==> config.mk <==
export PLATFORM = sky130hd
export DESIGN_NAME = motion_warning_lamp_controller
export DESIGN_NICKNAME = d
export VERILOG_FILES = /design/src/design/mwlc_pkg.sv /design/src/design/motion_warning_lamp_controller.sv /design/src/design/mwlc_ram.sv
export SDC_FILE = /design/constraint.sdc
export NUM_CORES = 1
export LEC_CHECK = 0
export BUFFER_PORTS_ARGS = -buffer_cell sky130_fd_sc_hd__buf_2
export CAP_MARGIN = 15
export CORE_MARGIN = 5
export CORE_UTILIZATION = 55
export CTS_BUF_LIST = sky130_fd_sc_hd__clkbuf_4 sky130_fd_sc_hd__clkbuf_8 sky130_fd_sc_hd__clkbuf_16
export DETAILED_ROUTE_END_ITERATION = 10
export GPL_ROUTABILITY_DRIVEN = 0
export PLACE_DENSITY = 0.71
export SLEW_MARGIN = 20
export SYNTH_ARGS = -nofsm -noshare
export SYNTH_HDL_FRONTEND = slang
export SYNTH_HIERARCHICAL = 1
export SYNTH_SLANG_ARGS = --single-unit
==> constraint.sdc <==
create_clock -name aclk -period 7.6 [get_ports aclk]
set_input_delay 1.9 -clock aclk [delete_from_list [all_inputs] [get_ports aclk]]
set_output_delay 1.9 -clock aclk [all_outputs]
set_load 0.02 [all_outputs]
==> src/design/mwlc_pkg.sv <==
// Shared types, codes and reset constants for the motion warning lamp controller.
package mwlc_pkg;

    // Moving-average window depth
    localparam int unsigned WINDOW_DEFAULT = 8;

    // Sample and register widths
    localparam int unsigned SPEED_W     = 16;
    localparam int unsigned THRESHOLD_W = 15;
    localparam int unsigned FLASH_T_W   = 16;
    localparam int unsigned TIME_W      = 32;
    localparam int unsigned CFG_ADDR_W  = 2;
    localparam int unsigned CFG_DATA_W  = 16;
    localparam int unsigned LIMIT_W     = 32;

    // Configuration register indexes
    localparam logic [CFG_ADDR_W-1:0] REG_STILL_THRESHOLD = 2'd0;
    localparam logic [CFG_ADDR_W-1:0] REG_FLASH_ON_TIME   = 2'd1;
    localparam logic [CFG_ADDR_W-1:0] REG_FLASH_OFF_TIME  = 2'd2;

    // Configuration reset values
    localparam logic [THRESHOLD_W-1:0] STILL_THRESHOLD_RST = 15'd10;
    localparam logic [FLASH_T_W-1:0]   FLASH_ON_TIME_RST   = 16'd500;
    localparam logic [FLASH_T_W-1:0]   FLASH_OFF_TIME_RST  = 16'd500;

    // Lamp mode codes as seen on the result channel
    localparam logic [1:0] LAMP_MODE_OFF    = 2'd0;
    localparam logic [1:0] LAMP_MODE_STEADY = 2'd1;
    localparam logic [1:0] LAMP_MODE_FLASH  = 2'd2;

    // Lamp mode machine
    typedef enum logic [2:0] {
        MODE_OFF    = 3'b001,
        MODE_STEADY = 3'b010,
        MODE_FLASH  = 3'b100
    } mode_t;

    // Flash sequence: switch on, wait on-time, switch off, wait off-time
    typedef enum logic [3:0] {
        PH_ON       = 4'b0001,
        PH_ON_WAIT  = 4'b0010,
        PH_OFF      = 4'b0100,
        PH_OFF_WAIT = 4'b1000
    } phase_t;

endpackage

==> src/design/motion_warning_lamp_controller.sv <==
// Motion warning lamp controller: moving-average stillness test and lamp mode machine.
// An item passes through the input register and then the result register to the m_ channel.
// Throughput: one item per cycle unless m_ready holds the result; the input register feeds the
// single-pass update of the running sums and lamp machine, which writes the result register.
// The oldest sample comes from the history RAM, read when the item is taken in.
// Reset (aresetn low, synchronous) clears sums, slots, mode, flash phase and
// registers at once; history entries read as zero until written (per-entry valid bits).
module motion_warning_lamp_controller
    import mwlc_pkg::*;
#(
    parameter int unsigned WINDOW = WINDOW_DEFAULT
) (
    input  logic                    aclk,
    input  logic                    aresetn,
    // configuration write port
    input  logic                    cfg_wen,
    input  logic [CFG_ADDR_W-1:0]   cfg_addr,
    input  logic [CFG_DATA_W-1:0]   cfg_wdata,
    // input channel
    input  logic                    s_valid,
    output logic                    s_ready,
    input  logic signed [SPEED_W-1:0] s_linear_speed,
    input  logic signed [SPEED_W-1:0] s_angular_speed,
    input  logic                    s_human_in_view,
    input  logic [TIME_W-1:0]       s_now_ms,
    // result channel
    output logic                    m_valid,
    input  logic                    m_ready,
    output logic                    m_send_command,
    output logic                    m_lamp_on,
    output logic [1:0]              m_lamp_mode
);

    localparam int unsigned SLOT_W = $clog2(WINDOW);
    localparam int unsigned TOT_W  = SPEED_W + SLOT_W;
    localparam int unsigned HIST_W = 2 * SPEED_W;

    // configuration registers
    logic [THRESHOLD_W-1:0] still_threshold_reg;
    logic [FLASH_T_W-1:0]   flash_on_time_reg;
    logic [FLASH_T_W-1:0]   flash_off_time_reg;

    // input register
    logic                   in_valid_reg;
    logic [SPEED_W-1:0]     lin_reg;
    logic [SPEED_W-1:0]     ang_reg;
    logic                   human_reg;
    logic [TIME_W-1:0]      now_reg;
    logic                   old_valid_reg;

    // history bookkeeping
    logic [SLOT_W-1:0]      rd_slot_reg;
    logic [SLOT_W-1:0]      wr_slot_reg;
    logic [WINDOW-1:0]      entry_valid_reg;
    logic [HIST_W-1:0]      hist_rd_data;

    // running sums and lamp state
    logic [TOT_W-1:0]       lin_total_reg;
    logic [TOT_W-1:0]       ang_total_reg;
    logic [TOT_W-1:0]       lin_total_next;
    logic [TOT_W-1:0]       ang_total_next;
    mode_t                  mode_reg;
    mode_t                  mode_next;
    phase_t                 phase_reg;
    phase_t                 phase_next;
    logic [TIME_W-1:0]      phase_start_reg;
    logic [TIME_W-1:0]      phase_start_next;

    // result register
    logic                   out_valid_reg;
    logic                   send_reg;
    logic                   lamp_reg;
    logic [1:0]             lamp_mode_reg;
    logic                   send_next;
    logic                   lamp_next;
    logic [1:0]             lamp_mode_next;

    // datapath intermediates
    logic                   accept;
    logic                   advance;
    logic [SPEED_W-1:0]     old_lin;
    logic [SPEED_W-1:0]     old_ang;
    logic [TOT_W-1:0]       lin_mag;
    logic [TOT_W-1:0]       ang_mag;
    logic [LIMIT_W-1:0]     still_limit;
    logic                   moving;
    logic [TIME_W-1:0]      elapsed;

    // handshake: input register moves on when the result register is free
    assign advance = in_valid_reg && (!out_valid_reg || m_ready);
    assign s_ready = !in_valid_reg || advance;
    assign accept  = s_valid && s_ready;

    // configuration writes; unknown indexes drop
    always_ff @(posedge aclk) begin
        if (!aresetn) begin
            still_threshold_reg <= STILL_THRESHOLD_RST;
            flash_on_time_reg   <= FLASH_ON_TIME_RST;
            flash_off_time_reg  <= FLASH_OFF_TIME_RST;
        end else if (cfg_wen) begin
            case (cfg_addr)
                REG_STILL_THRESHOLD: still_threshold_reg <= cfg_wdata[THRESHOLD_W-1:0];
                REG_FLASH_ON_TIME:   flash_on_time_reg   <= cfg_wdata[FLASH_T_W-1:0];
                REG_FLASH_OFF_TIME:  flash_off_time_reg  <= cfg_wdata[FLASH_T_W-1:0];
                default: ;
            endcase
        end
    end

    // sample history: written as an item leaves the input register, read on transfer
    mwlc_ram #(
        .WIDTH (HIST_W),
        .DEPTH (WINDOW)
    ) u_hist_ram (
        .aclk    (aclk),
        .wr_en   (advance),
        .wr_addr (wr_slot_reg),
        .wr_data ({lin_reg, ang_reg}),
        .rd_en   (accept),
        .rd_addr (rd_slot_reg),
        .rd_data (hist_rd_data)
    );

    // input register control
    always_ff @(posedge aclk) begin
        if (!aresetn) begin
            in_valid_reg <= 1'b0;
        end else if (accept) begin
            in_valid_reg <= 1'b1;
        end else if (advance) begin
            in_valid_reg <= 1'b0;
        end
    end

    // input register payload and the validity of the slot being replaced
    always_ff @(posedge aclk) begin
        if (accept) begin
            lin_reg       <= s_linear_speed;
            ang_reg       <= s_angular_speed;
            human_reg     <= s_human_in_view;
            now_reg       <= s_now_ms;
            old_valid_reg <= entry_valid_reg[rd_slot_reg];
        end
    end

    // ring pointers and per-entry valid bits
    always_ff @(posedge aclk) begin
        if (!aresetn) begin
            rd_slot_reg     <= '0;
            wr_slot_reg     <= '0;
            entry_valid_reg <= '0;
        end else begin
            if (accept) begin
                rd_slot_reg <= (rd_slot_reg == SLOT_W'(WINDOW - 1)) ? '0 : rd_slot_reg + 1'b1;
            end
            if (advance) begin
                wr_slot_reg <= (wr_slot_reg == SLOT_W'(WINDOW - 1)) ? '0 : wr_slot_reg + 1'b1;
                entry_valid_reg[wr_slot_reg] <= 1'b1;
            end
        end
    end

    // replaced sample, zero until its slot was first written
    assign old_lin = old_valid_reg ? hist_rd_data[HIST_W-1:SPEED_W] : '0;
    assign old_ang = old_valid_reg ? hist_rd_data[SPEED_W-1:0] : '0;

    // running sums: add the new sample, drop the oldest
    assign lin_total_next = lin_total_reg + {{(TOT_W-SPEED_W){lin_reg[SPEED_W-1]}}, lin_reg}
                          - {{(TOT_W-SPEED_W){old_lin[SPEED_W-1]}}, old_lin};
    assign ang_total_next = ang_total_reg + {{(TOT_W-SPEED_W){ang_reg[SPEED_W-1]}}, ang_reg}
                          - {{(TOT_W-SPEED_W){old_ang[SPEED_W-1]}}, old_ang};

    // stillness: |sum| <= threshold * WINDOW
    assign lin_mag = lin_total_next[TOT_W-1] ? (~lin_total_next + 1'b1) : lin_total_next;
    assign ang_mag = ang_total_next[TOT_W-1] ? (~ang_total_next + 1'b1) : ang_total_next;
    assign still_limit = LIMIT_W'(still_threshold_reg) * LIMIT_W'(WINDOW);
    assign moving = (LIMIT_W'(lin_mag) > still_limit) || (LIMIT_W'(ang_mag) > still_limit);

    assign elapsed = now_reg - phase_start_reg;

    // lamp mode transition, then the action of the new mode
    always_comb begin
        mode_next        = mode_reg;
        phase_next       = phase_reg;
        phase_start_next = phase_start_reg;
        send_next        = 1'b0;
        lamp_next        = 1'b0;

        case (mode_reg)
            MODE_OFF: begin
                if (moving && !human_reg) begin
                    mode_next = MODE_STEADY;
                end else if (moving && human_reg) begin
                    phase_next = PH_ON;
                    mode_next  = MODE_FLASH;
                end
            end
            MODE_FLASH: begin
                if (moving && !human_reg) begin
                    mode_next = MODE_STEADY;
                end else if (!moving) begin
                    mode_next = MODE_OFF;
                end
            end
            default: begin
                if (moving && human_reg) begin
                    phase_next = PH_ON;
                    mode_next  = MODE_FLASH;
                end else if (!moving) begin
                    mode_next = MODE_OFF;
                end
            end
        endcase

        case (mode_next)
            MODE_STEADY: begin
                send_next = 1'b1;
                lamp_next = 1'b1;
            end
            MODE_FLASH: begin
                case (phase_next)
                    PH_ON: begin
                        phase_start_next = now_reg;
                        send_next        = 1'b1;
                        lamp_next        = 1'b1;
                        phase_next       = PH_ON_WAIT;
                    end
                    PH_ON_WAIT: begin
                        if (elapsed >= TIME_W'(flash_on_time_reg)) begin
                            phase_next = PH_OFF;
                        end
                    end
                    PH_OFF: begin
                        phase_start_next = now_reg;
                        send_next        = 1'b1;
                        phase_next       = PH_OFF_WAIT;
                    end
                    default: begin
                        if (elapsed >= TIME_W'(flash_off_time_reg)) begin
                            phase_next = PH_ON;
                        end
                    end
                endcase
            end
            default: begin
                send_next = 1'b1;
            end
        endcase
    end

    // result mode code
    always_comb begin
        case (mode_next)
            MODE_STEADY: lamp_mode_next = LAMP_MODE_STEADY;
            MODE_FLASH:  lamp_mode_next = LAMP_MODE_FLASH;
            default:     lamp_mode_next = LAMP_MODE_OFF;
        endcase
    end

    // state update as an item passes into the result register
    always_ff @(posedge aclk) begin
        if (!aresetn) begin
            lin_total_reg   <= '0;
            ang_total_reg   <= '0;
            mode_reg        <= MODE_OFF;
            phase_reg       <= PH_ON;
            phase_start_reg <= '0;
        end else if (advance) begin
            lin_total_reg   <= lin_total_next;
            ang_total_reg   <= ang_total_next;
            mode_reg        <= mode_next;
            phase_reg       <= phase_next;
            phase_start_reg <= phase_start_next;
        end
    end

    // result register control
    always_ff @(posedge aclk) begin
        if (!aresetn) begin
            out_valid_reg <= 1'b0;
        end else if (advance) begin
            out_valid_reg <= 1'b1;
        end else if (m_ready) begin
            out_valid_reg <= 1'b0;
        end
    end

    // result register payload
    always_ff @(posedge aclk) begin
        if (advance) begin
            send_reg      <= send_next;
            lamp_reg      <= lamp_next;
            lamp_mode_reg <= lamp_mode_next;
        end
    end

    assign m_valid        = out_valid_reg;
    assign m_send_command = send_reg;
    assign m_lamp_on      = lamp_reg;
    assign m_lamp_mode    = lamp_mode_reg;

    // read and write pointers agree whenever the input register is empty
    a_slots_aligned: assert property (@(posedge aclk) disable iff (!aresetn)
        !in_valid_reg |-> (rd_slot_reg == wr_slot_reg))
        else $error("history read and write slots out of step");

    // a result without a relay command never turns the lamp on
    a_no_cmd_lamp_off: assert property (@(posedge aclk) disable iff (!aresetn)
        (m_valid && !m_send_command) |-> !m_lamp_on)
        else $error("lamp_on set without a relay command");

    // steady mode always commands the lamp on
    a_steady_cmd: assert property (@(posedge aclk) disable iff (!aresetn)
        (m_valid && m_lamp_mode == LAMP_MODE_STEADY) |-> (m_send_command && m_lamp_on))
        else $error("steady mode without lamp-on command");

    // silent results only occur while flashing
    a_silent_flash: assert property (@(posedge aclk) disable iff (!aresetn)
        (m_valid && !m_send_command) |-> (m_lamp_mode == LAMP_MODE_FLASH))
        else $error("missing relay command outside flashing mode");

endmodule

==> src/design/mwlc_ram.sv <==
// Generic simple dual-port RAM with one write port and one registered read port.
module mwlc_ram #(
    parameter int unsigned WIDTH = 32,
    parameter int unsigned DEPTH = 8
) (
    input  logic                     aclk,
    input  logic                     wr_en,
    input  logic [$clog2(DEPTH)-1:0] wr_addr,
    input  logic [WIDTH-1:0]         wr_data,
    input  logic                     rd_en,
    input  logic [$clog2(DEPTH)-1:0] rd_addr,
    output logic [WIDTH-1:0]         rd_data
);

    logic [WIDTH-1:0] mem [DEPTH];
    logic [WIDTH-1:0] rd_data_reg;

    // Write port
    always_ff @(posedge aclk) begin
        if (wr_en) begin
            mem[wr_addr] <= wr_data;
        end
    end

    // Registered read port, held while not enabled
    always_ff @(posedge aclk) begin
        if (rd_en) begin
            rd_data_reg <= mem[rd_addr];
        end
    end

    assign rd_data = rd_data_reg;

endmodule
==> results.txt, run 1 <==
- Number of hold violations in the final report: 0
- Share of layout cells above drive strength 1: 0.128
- Hold Crit Class: reg2reg
- Of the synthesized area, sequential elements account for 0.531.
- Dividing the detail-routed wire length by the instance count gives 18.7 µm.
* Storage element area: about 14000 µm²
- The floorplan has between 70 and 80 rows.
* Number of filler instances in the final layout: roughly 3600
- Net count, final: around 2500
- Number of instances in the synthesized netlist: between 2000 and 2500
* Total routed wirelength: around 55000 µm
* Worst-case headroom to the max-slew limit: 0.333
- When the netlist entered floorplanning its net count stood at between 2000 and 2500.
- Quantity of hold-fixing buffers added after cts: 0
- The die is approximately 230 µm wide.
* Wire length of the first global-routing pass: a little under 90000 µm
- CTS tree: done
- Syn_area_per_cell: between 10 and 15 µm²
- Number of global-route vias before repair: roughly 17000
- The cell area that synthesis handed to floorplanning was approximately 26000 µm².
* Number of I/O port buffers: 93
- Number of enable flip-flop cells after synthesis: approximately 360
- In this run the count of I/O pins placed on the die edge is 94.
- Commonest cells after routing, fill and taps aside: sky130_fd_sc_hd__edfxtp_1 (358), sky130_fd_sc_hd__inv_1 (237), sky130_fd_sc_hd__nand2_1 (231), sky130_fd_sc_hd__a21oi_1 (156), sky130_fd_sc_hd__ha_1 (138)
* Largest stage delay on the critical path: roughly 800 ps
* Status: finished, final reports clean
- Vert. Die Dim: approximately 230 µm
- Full die area: between 50000 and 60000 µm²
- Number of flip-flops and latches in the synthesized netlist: about 500
* RSZ-0062 raised after global routing: false
- Part of the cycle the worst path needs: 0.916
- Footprint of the multi-input gates: between 10000 and 15000 µm²
- Relative area change from synthesis to final layout: 11.5%
- Yosys printed 6 warnings.
- Number of CTS-inserted buffers: 52
* Clock transition at path regs: approximately 60 ps
- The analysis attributes to cell leakage a power of approximately 0.011 µW.
- The finished layout holds approximately 2900 standard cells, fillers aside.
- For this run, the total global-route usage over all layers was measured as 0.215.
- Reg with most FFs: u_hist_ram/mem
* Number of clock sinks: between 400 and 500
- Kind of launch point of the worst setup path: flip-flop
- The critical path is of the reg2reg type.
- Number of DRC violations after detailed-routing iteration 0: approximately 1200
- Post-route DRC violation count: 0
- The worst path in the final design needs a cycle of roughly 7000 ps, including I/O delays and setup.
- Final total negative setup slack: 0 ps
* Count of H-tree levels built during CTS: 2
- Among all flip-flop cells after synthesis, the most frequent one is sky130_fd_sc_hd__edfxtp_1.
- The register with the most flip-flops in the layout has approximately 260 of them.
- On the final layout, the worst clock skew is around 35 ps.
- Once placement completed, the tool counted placed cells totaling about 2800.
- Transition at the pin with the smallest max-transition slack: roughly 1000 ps
- Library cells used by synthesis: 75
- Fin worst setup slack: ~640 ps
- Data required, critical path: ~8100 ps
- Worst-case setup slack after placement: about 730 ps
- Inserted Diodes: 0
- Core region area: around 46000 µm²
- Starting density of the core: 0.552
- The tree is rooted in a sky130_fd_sc_hd__clkbuf_16.
- Number of vias per cell after detailed routing: between 5 and 6
* IR drop worst, VDD: between 200 and 250 µV
- Data arrival time of the worst path: 7490 ps
* Critical path fanouts, max: 64
- The number of setup buffers added after CTS is 0.
* Later-pin clock latency in the skew report: about 610 ps
- Final antenna-violating net count: 0
- FFs w/ async S/R, synth: 0
* Final Max Tran Viols: 0
- Max-cap violations in this run came to 0.
- For this run, the detailed router's first-pass iteration total came to 5.
- Achievable Freq: around 140 MHz
- The wire-length estimate of the detail-placed layout is ~37000 µm.
- Total via count in the routed design: 16767
- Congestion Overflow GR: 0
- Post-route standard cell area excluding fillers: between 20000 and 30000 µm²
* Slowest CP cell: sky130_fd_sc_hd__edfxtp_1
* Overall power consumption: 9130 µW
- Final setup violation count: 0
- Largest net degree at the start of global routing: 85
- The initial antenna violation count was 1.
- Largest buffer count on any clock path: 3
- PD cells: around 320 nW/µm²
* Crit end category: flip-flop
- Leaving out fill and tap cells, the most frequent cell in the layout is sky130_fd_sc_hd__edfxtp_1.
- Gates resized, CTS repair: 0
- Summing all placed instances gives a cell area of roughly 27000 µm².
[metrics by stage]
stage | hold WS, ps | util
final | 457 | 0.615
after global routing | 472 | 0.615
after CTS | 456 | 0.615
after detailed placement | 447 | 0.575
after global placement | 442 | 0.575
after floorplan | 432 | -
[logic make-up after synthesis]
| logic type | share of synthesized area |
|---|---|
| adders and majority gates | 0.0967 |
| and+or+nand+nor | 0.105 |
| xor gates and xnor gates | 0.0292 |
| buffers and inverters | 0.0495 |
| DFF | 0.531 |
| AOI/OAI and AO/OA | 0.108 |
| muxes | 0.0807 |
[path summary, 6_finish.rpt]
check                                      startpoint                                   to  slack (ps)  cells past startpoint
setup reg to reg              old_valid_reg$_DFFE_PP_     phase_start_reg[12]$_SDFFE_PN0P_         640                     25
hold reg to reg   flash_off_time_reg[12]$_SDFFE_PN0P_  flash_off_time_reg[12]$_SDFFE_PN0P_         460                      2
hold / removal    flash_off_time_reg[12]$_SDFFE_PN0P_  flash_off_time_reg[12]$_SDFFE_PN0P_         460                      2
setup / recovery              old_valid_reg$_DFFE_PP_     phase_start_reg[12]$_SDFFE_PN0P_         640                     25
[cell usage after synthesis (all sizes together) (6+ instances only)]
library cell | count | area share
a211oi | 18 | 0.0053
ha | 138 | 0.068
nand4 | 16 | 0.0042
xor2 | 23 | 0.0079
edfxtp | 358 | 0.42
fa | 37 | 0.029
nor2b | 14 | 0.0034
nand2 | 231 | 0.034
o211ai | 28 | 0.0084
nor3 | 28 | 0.0055
a31oi | 18 | 0.0044
o21a | 18 | 0.0053
nand3b | 6 | 0.0018
nor2 | 104 | 0.015
a21o | 47 | 0.014
nand2b | 16 | 0.0039
clkbuf | 57 | 0.0084
o31ai | 6 | 0.0018
dfxtp | 140 | 0.11
o21ai | 86 | 0.017
mux4 | 66 | 0.064
a21oi | 156 | 0.031
nor4 | 7 | 0.0023
and3 | 15 | 0.0037
or4 | 6 | 0.0018
inv | 240 | 0.035
xnor2 | 62 | 0.021
buf | 23 | 0.0058
nand3 | 55 | 0.011
a221o | 6 | 0.0024
and2 | 41 | 0.010
nor3b | 6 | 0.0018
mux2 | 33 | 0.015
[cell type report]
| cell class | instances | area share |
|---|---|---|
| tap | 607 | 0.0267 |
| inverter | 240 | 0.0318 |
| clock buffer | 56 | 0.0470 |
| sequential | 498 | 0.477 |
| timing repair buffer | 112 | 0.0214 |
| multi-input combinational | 1365 | 0.379 |
| clock inverter | 42 | 0.0178 |
[layer usage]
layer / GRT usage / up-vias / part of all wire
met1: 0.299 / 8174 / 0.45
li1: - / 8056 / -
met4: 0.0586 / 0 / 0.023
met2: 0.359 / 448 / 0.48
met5: 0 / - / 0
met3: 0.0292 / 89 / 0.053
[power breakdown]
group	switching [µW]	internal (µW)	leakage, µW
logic	1890	1380	0.00535
registers	102	3070	0.00445
clock network	1090	1600	0.000904
total	3080	6050	0.0107
[critical path, delay by kind of cell (launching register included)]
kind | cells | cell delay (ps)
and+or+nand+nor | 10 | 2060
AOI/OAI and AO/OA | 8 | 1800
adders and majority gates | 3 | 1240
DFF | 1 | 800
buffers and inverters | 2 | 560
xor gates and xnor gates | 2 | 390
(Power assumes the default switching activity.)
==> run 2, diff against run 1 <==
Settings changed: REMOVE_ABC_BUFFERS set to 1.
==> run 2 against run 1 <==
  * Die area unchanged
  * Clock power fell by 12%
  * First-iteration DRC count decreased by 4.7%
  * Non-clock buffer count is 3 lower
  * Count of clock-buffer cells in the layout is 16 higher
  * Fmax up 1.7%
  * Critical path type unchanged
  * Via count down 0.29%
==> results.txt, run 2 (same netlist as run 1, synthesis figures left out) <==
- The run finished with clean final reports.
- Path depth of the worst reg2reg path: 26 (+4.0%)
- The via count of the first global-routing pass came to 16758 (-0.72%).
- Final total negative setup slack: 0 ps (unchanged)
* Post-route standard cell area excluding fillers: 28200 µm² (-0.84%)
- Transition at the pin with the smallest max-transition slack: 1130 ps (+134 ps)
- Critical setup path kind: reg2reg
- The area of the placeable core came to 46300 µm² (unchanged).
* Number of search-and-repair iterations in the first detailed-routing pass: 6 (+1)
- The register area was 13600 µm² (unchanged).
- The clock-pin slew on the worst setup and hold paths is 60 ps (about the same).
- Gates resized, CTS repair: 0 (unchanged)
- The initial antenna violation count came to 0 (-1).
* Wire length of the first global-routing pass: 86000 µm (-2.8%)
* Quantity of hold-fixing buffers added after cts: 0 (unchanged)
- The number of ports placed on the die boundary is 94 (unchanged).
- The maximum number of pins on one net before global-route repair came to 92 (+8.2%).
- In this run the worst hold path is classified as reg2reg.
- The count of filler cells inserted in the layout is 3619 (+0.11%).
- The setup slack of the most critical reg-to-reg path was 760 ps (+120 ps).
- Achievable Freq: 146 MHz (+1.7%)
- The proportion of layout cells with a drive suffix above 1 is 0.126 (-0.00140).
* Number of vias per cell after detailed routing: 5.74 (about the same)
* Hold_sp: ang_total_reg[12]$_SDFFE_PN0P_
- The arrival time of data at the critical path endpoint is 7340 ps (-150 ps).
- Footprint of the multi-input gates: 10800 µm² (unchanged)
- The die width is 225 µm (unchanged).
- Overall power consumption: 8820 µW (-3.4%)
* Number of DRC violations after detailed-routing iteration 0: 1174 (-4.7%)
* Number of hold violations in the final report: 0 (unchanged)
* Total via count in the routed design: 16718 (-0.29%)
- TritonCTS built the clock tree.
- The number of nets in the final layout came to 2528 (-0.16%).
* Share of the core filled with cells: 0.610 (-0.00519)
* # placed instances: 2818 (-0.14%)
- The total setup violations reported at the end of the flow is 0 (unchanged).
* Full die area: 50800 µm² (unchanged)
- Cell depth of the worst hold path: 2 (unchanged)
- Leaving out fill and tap cells, the most frequent cells in the layout are sky130_fd_sc_hd__edfxtp_1 (358), sky130_fd_sc_hd__inv_1 (237), sky130_fd_sc_hd__nand2_1 (231), sky130_fd_sc_hd__a21oi_1 (156), sky130_fd_sc_hd__ha_1 (138).
- The count of non-filler cells in the finished layout came to 2914 (-0.21%).
* Later-pin clock latency in the skew report: 590 ps (-20 ps)
* Post-DP HPWL: 35000 µm (-5.8%)
* Number of I/O port buffers: 93 (unchanged)
* Row cnt: 79 (unchanged)
- Pleak: 0.0106 µW (-0.91%)
* Worst-case headroom to the max-slew limit: 0.243 (-0.0892)
* Starting density of the core: 0.552 (unchanged)
- The startpoint identified for the worst register-to-register timing path is old_valid_reg$_DFFE_PP_.
- Largest register FFs: 256 (unchanged)
- STA classifies the critical path endpoint as a flip-flop.
- Post-CTS setup buffer count: 0 (unchanged)
- Avg WL per Cell: 18.3 µm (-2.3%)
- The CTS sink count was 498 (unchanged).
* Kind of launch point of the worst setup path: flip-flop
- The number of maximum-capacitance violations was 0 (unchanged).
- Critical path fanouts, max: 64 (unchanged)
* Data required, critical path: 8100 ps (-30 ps)
* Crit Reg-Reg Endpoint: phase_start_reg[9]$_SDFFE_PN0P_
- Leaving out fill and tap cells, the most frequent cell in the layout is sky130_fd_sc_hd__edfxtp_1.
- u_hist_ram/mem holds more flip-flops than any other register.
- Count of H-tree levels built during CTS: 2 (unchanged)
* GRT Overall Usage: 0.208 (-0.00656)
- The total inserted antenna cells came to 0 (unchanged).
- The tree is rooted in a sky130_fd_sc_hd__clkbuf_16.
- Max Clock Skew: 18.7 ps (-16.6 ps)
* Final Max Tran Viols: 0 (unchanged)
- The die span in y came to 225 µm (unchanged).
* Part of the cycle the worst path needs: 0.900 (-0.0155)
- Largest buffer count on any clock path: 3 (unchanged)
- The most critical setup path has its startpoint at old_valid_reg$_DFFE_PP_.
- Relative area change from synthesis to final layout: 10.5%
- Number of CTS-inserted buffers: 51 (-1.9%)
- Clock period minus final worst setup slack: 6840 ps (-118 ps)
- Standard cell area after detailed placement: 26600 µm² (-0.11%)
* Post-route DRC violation count: 0 (unchanged)
- IR drop worst, VDD: 198 µV (-14%)
- Congestion Overflow GR: 0 (unchanged)
* PD cells: 313 nW/µm² (-2.6%)
- RSZ-0062 raised after global routing: false
* Final antenna-violating net count: 0 (unchanged)
- Hold Path Sink: ang_total_reg[12]$_SDFFE_PN0P_
* Total routed wirelength: 53300 µm (-2.5%)
-- run 2: cell types whose count changed in the layout (fill, tap and decap cells not counted), sizes merged --
cell	before	now
clkinvlp	3	1
bufinv	9	0
inv	244	242
clkbuf	56	72
buf	112	109
clkinv	26	20
-- run 2: worst max-delay path by stage --
| stage | to | cells after the start | slack [ps] |
|---|---|---|---|
| finish | phase_start_reg[9]$_SDFFE_PN0P_ | 26 | 760 |
| global placement | phase_start_reg[0]$_SDFFE_PN0P_ | 25 | 880 |
| global route | phase_start_reg[9]$_SDFFE_PN0P_ | 26 | 100 |
| detailed placement | phase_start_reg[4]$_SDFFE_PN0P_ | 22 | 630 |
| CTS | phase_start_reg[9]$_SDFFE_PN0P_ | 23 | 600 |
| floorplan | phase_start_reg[10]$_SDFFE_PN0P_ | 23 | 1050 |
-- run 2: final cells by class --
type                    instances  share of cell area
well taps                     607              0.0269
repair buffers                109              0.0210
clock buffers                  72              0.0525
inverters                     240              0.0320
multi-input cells            1365               0.382
flip-flops and latches        498               0.481
clock inverters                23             0.00483
-- run 2: power breakdown --
group	switching (µW)	total, µW	internal [µW]
clock network	1020	2380	1360
logic	1880	3260	1380
registers	108	3180	3070
total	3000	8820	5820
-- run 2: worst max-delay path, stage by stage (launching register included) --
cell and delay [ps]:
sky130_fd_sc_hd__edfxtp_1 640, sky130_fd_sc_hd__buf_8 270, sky130_fd_sc_hd__and2_1 150, sky130_fd_sc_hd__fa_1 470, sky130_fd_sc_hd__inv_1 70, sky130_fd_sc_hd__fa_1 460, sky130_fd_sc_hd__a21o_1 200, sky130_fd_sc_hd__a221oi_2 400
sky130_fd_sc_hd__xnor2_1 240, sky130_fd_sc_hd__a2111oi_4 430, sky130_fd_sc_hd__nand3_2 140, sky130_fd_sc_hd__nor2_2 160, sky130_fd_sc_hd__nand4_2 180, sky130_fd_sc_hd__nor3_1 290, sky130_fd_sc_hd__a21oi_1 120, sky130_fd_sc_hd__xor2_1 180
sky130_fd_sc_hd__ha_1 300, sky130_fd_sc_hd__nand3_1 100, sky130_fd_sc_hd__nor2_1 160, sky130_fd_sc_hd__nand4_1 140, sky130_fd_sc_hd__a211oi_1 280, sky130_fd_sc_hd__a41oi_1 70, sky130_fd_sc_hd__a31o_2 300, sky130_fd_sc_hd__o211ai_4 160
sky130_fd_sc_hd__buf_4 470, sky130_fd_sc_hd__nand3_1 170, sky130_fd_sc_hd__o21ai_0 140
-- run 2: per-stage QoR --
| step | setup WS [ps] | hold WS [ps] |
|---|---|---|
| after floorplan | 1050 | 432 |
| after global placement | 875 | 443 |
| after detailed placement | 633 | 447 |
| after CTS | 598 | 455 |
| after global routing | 101 | 470 |
| final | 757 | 453 |
-- run 2: routing by layer --
metal | vias up | GRT usage | wire, µm
met5 | - | 0 | 0
met2 | 453 | 0.353 | 25600
li1 | 8064 | - | -
met3 | 83 | 0.0277 | 2760
met1 | 8118 | 0.287 | 23800
met4 | 0 | 0.0553 | 1160
==> run 3, diff against run 2 <==
Settings changed: RECOVER_POWER set to 100.
==> run 3 against run 2 <==
  * The run now ends with max-capacitance violations, max-slew violations left
  * Critical path depth fell by 1
  * Sequential power is essentially flat
  * Power about the same
  * Clock power hardly changed
==> results.txt, run 3 (same netlist as run 1, synthesis figures left out) <==
- Most common cell after layout, fill and taps aside: sky130_fd_sc_hd__edfxtp_1
- The routed wire length came to 53400 µm (+0.12%).
- Number of search-and-repair iterations in the first detailed-routing pass: 5 (-1)
- IR drop worst, VDD: 198 µV (about the same)
- The later-pin clock latency in the skew report was 590 ps (about the same).
- Core region area: 46300 µm² (unchanged)
- Crit end category: flip-flop
- Sw Pwr: 3000 µW (about the same)
* Commonest cells after routing, fill and taps aside: sky130_fd_sc_hd__edfxtp_1 (358), sky130_fd_sc_hd__inv_1 (238), sky130_fd_sc_hd__nand2_1 (231), sky130_fd_sc_hd__a21oi_1 (156)
* Final Max Tran Viols: 601 (+601)
* Number of hold violations in the final report: 0 (unchanged)
* Total via count in the routed design: 16768 (+0.30%)
* Status: complete, but fails checks
* Gates resized, CTS repair: 0 (unchanged)
- The global-route total usage across every layer was 0.208 (unchanged).
- The via count of the first global-routing pass is 16758 (unchanged).
* Relative area change from synthesis to final layout: 10.3%
- The aggregate negative setup slack was 0 ps (unchanged).
- The number of maximum-capacitance violations was 15 (+15).
- Quantity of hold-fixing buffers added after cts: 0 (unchanged)
* Flop pwr share: 0.360 (about the same)
* Worst-case headroom to the max-slew limit: -2.05 (-2.29)
- The final reports fail on max-capacitance violations, max-slew violations.
- Data required, critical path: 7890 ps (-210 ps)
- The final critical-path share of the clock period is 0.909 (+0.00855).
- The standard-cell row count was 79 (unchanged).
- The peak clock frequency supported by timing is 145 MHz (-0.94%).
- The number of nets in the final layout is 2528 (unchanged).
- Number of filler instances in the final layout: 3635 (+0.44%)
- The internal power consumption was 5820 µW (about the same).
* Data arrival time of the worst path: 7190 ps (-150 ps)
* Count of placed standard cells in the final layout, fillers left out: 2914 (unchanged)
- The fraction of the core area covered by cells at the end of the flow is 0.608 (-0.00154).
- Final setup violation count: 0 (unchanged)
- The number of input and output port buffers inserted came to 93 (unchanged).
- The critical path is of the reg2reg type.
- The power density of the placed cells was 313 nW/µm² (+0.24%).
* Fin worst setup slack: 692 ps (-65.0 ps)
- Share of layout cells above drive strength 1: 0.114 (-0.0117)
- Number of clock sinks: 498 (unchanged)
- Transition at the pin with the smallest max-transition slack: 4570 ps (+3430 ps)
- The shortest period the worst path allows is 6910 ps (+65.0 ps).
- The total inserted antenna cells came to 0 (unchanged).
- The worst-case clock skew came to 18.2 ps (-0.505 ps).
- The post-detailed-route DRC marker count was 0 (unchanged).
- TritonCTS built the clock tree.
- Number of antenna violations at the first check in global routing: 0 (unchanged)
* Share of total power consumed by net switching: 0.341 (about the same)
- The static leakage power was 0.0105 µW (-0.75%).
* Number of vias per cell after detailed routing: 5.75 (+0.30%)
* Clock network fraction of total power: 0.270 (about the same)
- # placed instances: 2818 (unchanged)
- Worst-case setup slack after placement: 633 ps (unchanged)
* Ports: 94 (unchanged)
- Root buffer selected by CTS: sky130_fd_sc_hd__clkbuf_16
- The number of H-tree levels is 2 (unchanged).
- The leftover overflow at the end of global routing is 0 (unchanged).
- The number of flip-flops under the largest register name was 256 (unchanged).
- Avg WL per Cell: 18.3 µm (+0.12%)
* Wire length of the first global-routing pass: 86000 µm (unchanged)
- Post-DP HPWL: 35000 µm (unchanged)
- The number of buffers created by CTS was 51 (unchanged).
- Final antenna-violating net count: 0 (unchanged)
- The die width was 225 µm (unchanged).
- Hold Crit Class: reg2reg
- Largest net degree at the start of global routing: 92 (unchanged)
- Vert. Die Dim: 225 µm (unchanged)
- STA classifies the critical path startpoint as a flip-flop.
* Critical path fanouts, max: 64 (unchanged)
- The clock-pin slew on the worst setup and hold paths was 60 ps (about the same).
- Setup repair after global routing left no endpoint under its margin.
- The initial DRC count was 1231 (+4.9%).
- The post-route cell area was 28100 µm² (-0.25%).
- The fraction of power consumed by combinational cells was 0.369 (about the same).
- Full die area: 50800 µm² (unchanged)
* Largest buffer count on any clock path: 3 (unchanged)
* Reg with most FFs: u_hist_ram/mem
- The area of placed instances is 26600 µm² (unchanged).
- Post-CTS setup buffer count: 0 (unchanged)
* Starting density of the core: 0.552 (unchanged)
## run 3: cell types whose count changed in the layout (fill, tap and decap cells not counted), moves of 2 or more
cell | previous run | this run
sky130_fd_sc_hd__buf_2 | 93 | 83
sky130_fd_sc_hd__inv_2 | 2 | 0
sky130_fd_sc_hd__o21ai_1 | 3 | 1
sky130_fd_sc_hd__clkbuf_1 | 0 | 20
sky130_fd_sc_hd__buf_4 | 15 | 4
sky130_fd_sc_hd__o21ai_0 | 82 | 85
## run 3: layer usage
layer  GRT usage  share of wire  vias up
li1            -              -     8059
met1       0.287           0.45     8184
met2       0.353           0.48      436
met3      0.0277          0.051       89
met4      0.0553          0.022        0
met5           0              0        -
## run 3: final timing paths
kind	endpoint	from	slack, ps	cells after the start
max	phase_start_reg[0]$_SDFFE_PN0P_	old_valid_reg$_DFFE_PP_	690	25
min	ang_total_reg[12]$_SDFFE_PN0P_	ang_total_reg[12]$_SDFFE_PN0P_	450	2
max reg2reg	phase_start_reg[0]$_SDFFE_PN0P_	old_valid_reg$_DFFE_PP_	690	25
min reg2reg	ang_total_reg[12]$_SDFFE_PN0P_	ang_total_reg[12]$_SDFFE_PN0P_	450	2
## run 3: layout make-up
class / count / area, µm² / share of cell area
inverters: 240 / 902 / 0.0321
well taps: 607 / 759 / 0.0270
flip-flops and latches: 498 / 13600 / 0.482
clock inverters: 23 / 136 / 0.00485
repair buffers: 109 / 541 / 0.0192
multi-input cells: 1365 / 10800 / 0.382
clock buffers: 72 / 1480 / 0.0527
## run 3: per-stage QoR
| stage | total power [µW] | hold slack, ps |
|---|---|---|
| floorplan | 5720 | 432 |
| global placement | 6340 | 443 |
| detailed placement | 6460 | 447 |
| CTS | 8860 | 455 |
| global route | 9410 | 470 |
| finish | 8820 | 453 |
## run 3: power groups by stage
stage	clock network, µW	logic (µW)	registers (µW)
finish	2380	3260	3180
detailed placement	0	3230	3230
global placement	0	3110	3230
global route	2550	3670	3200
CTS	2440	3250	3180
floorplan	0	2510	3210
## run 3: worst max-delay path, stage by stage (launching register included)
cell                        delay [ps]
sky130_fd_sc_hd__edfxtp_1          650
sky130_fd_sc_hd__buf_8             270
sky130_fd_sc_hd__and2_1            150
sky130_fd_sc_hd__fa_1              470
sky130_fd_sc_hd__inv_1              70
sky130_fd_sc_hd__fa_1              460
sky130_fd_sc_hd__a21o_1            200
sky130_fd_sc_hd__a221oi_2          410
sky130_fd_sc_hd__xnor2_1           240
sky130_fd_sc_hd__a2111oi_4         430
sky130_fd_sc_hd__nand3_2           140
sky130_fd_sc_hd__nor2_2            160
sky130_fd_sc_hd__nand4_2           180
sky130_fd_sc_hd__nor3_1            290
sky130_fd_sc_hd__a21oi_1           120
sky130_fd_sc_hd__xor2_1            180
sky130_fd_sc_hd__ha_1              300
sky130_fd_sc_hd__nand3_1           100
sky130_fd_sc_hd__nor2_1            150
sky130_fd_sc_hd__nand4_1           150
sky130_fd_sc_hd__a211oi_1          280
sky130_fd_sc_hd__a41oi_1            70
sky130_fd_sc_hd__a31o_1            310
sky130_fd_sc_hd__o211ai_4          180
sky130_fd_sc_hd__buf_4             460
sky130_fd_sc_hd__o31ai_1           110
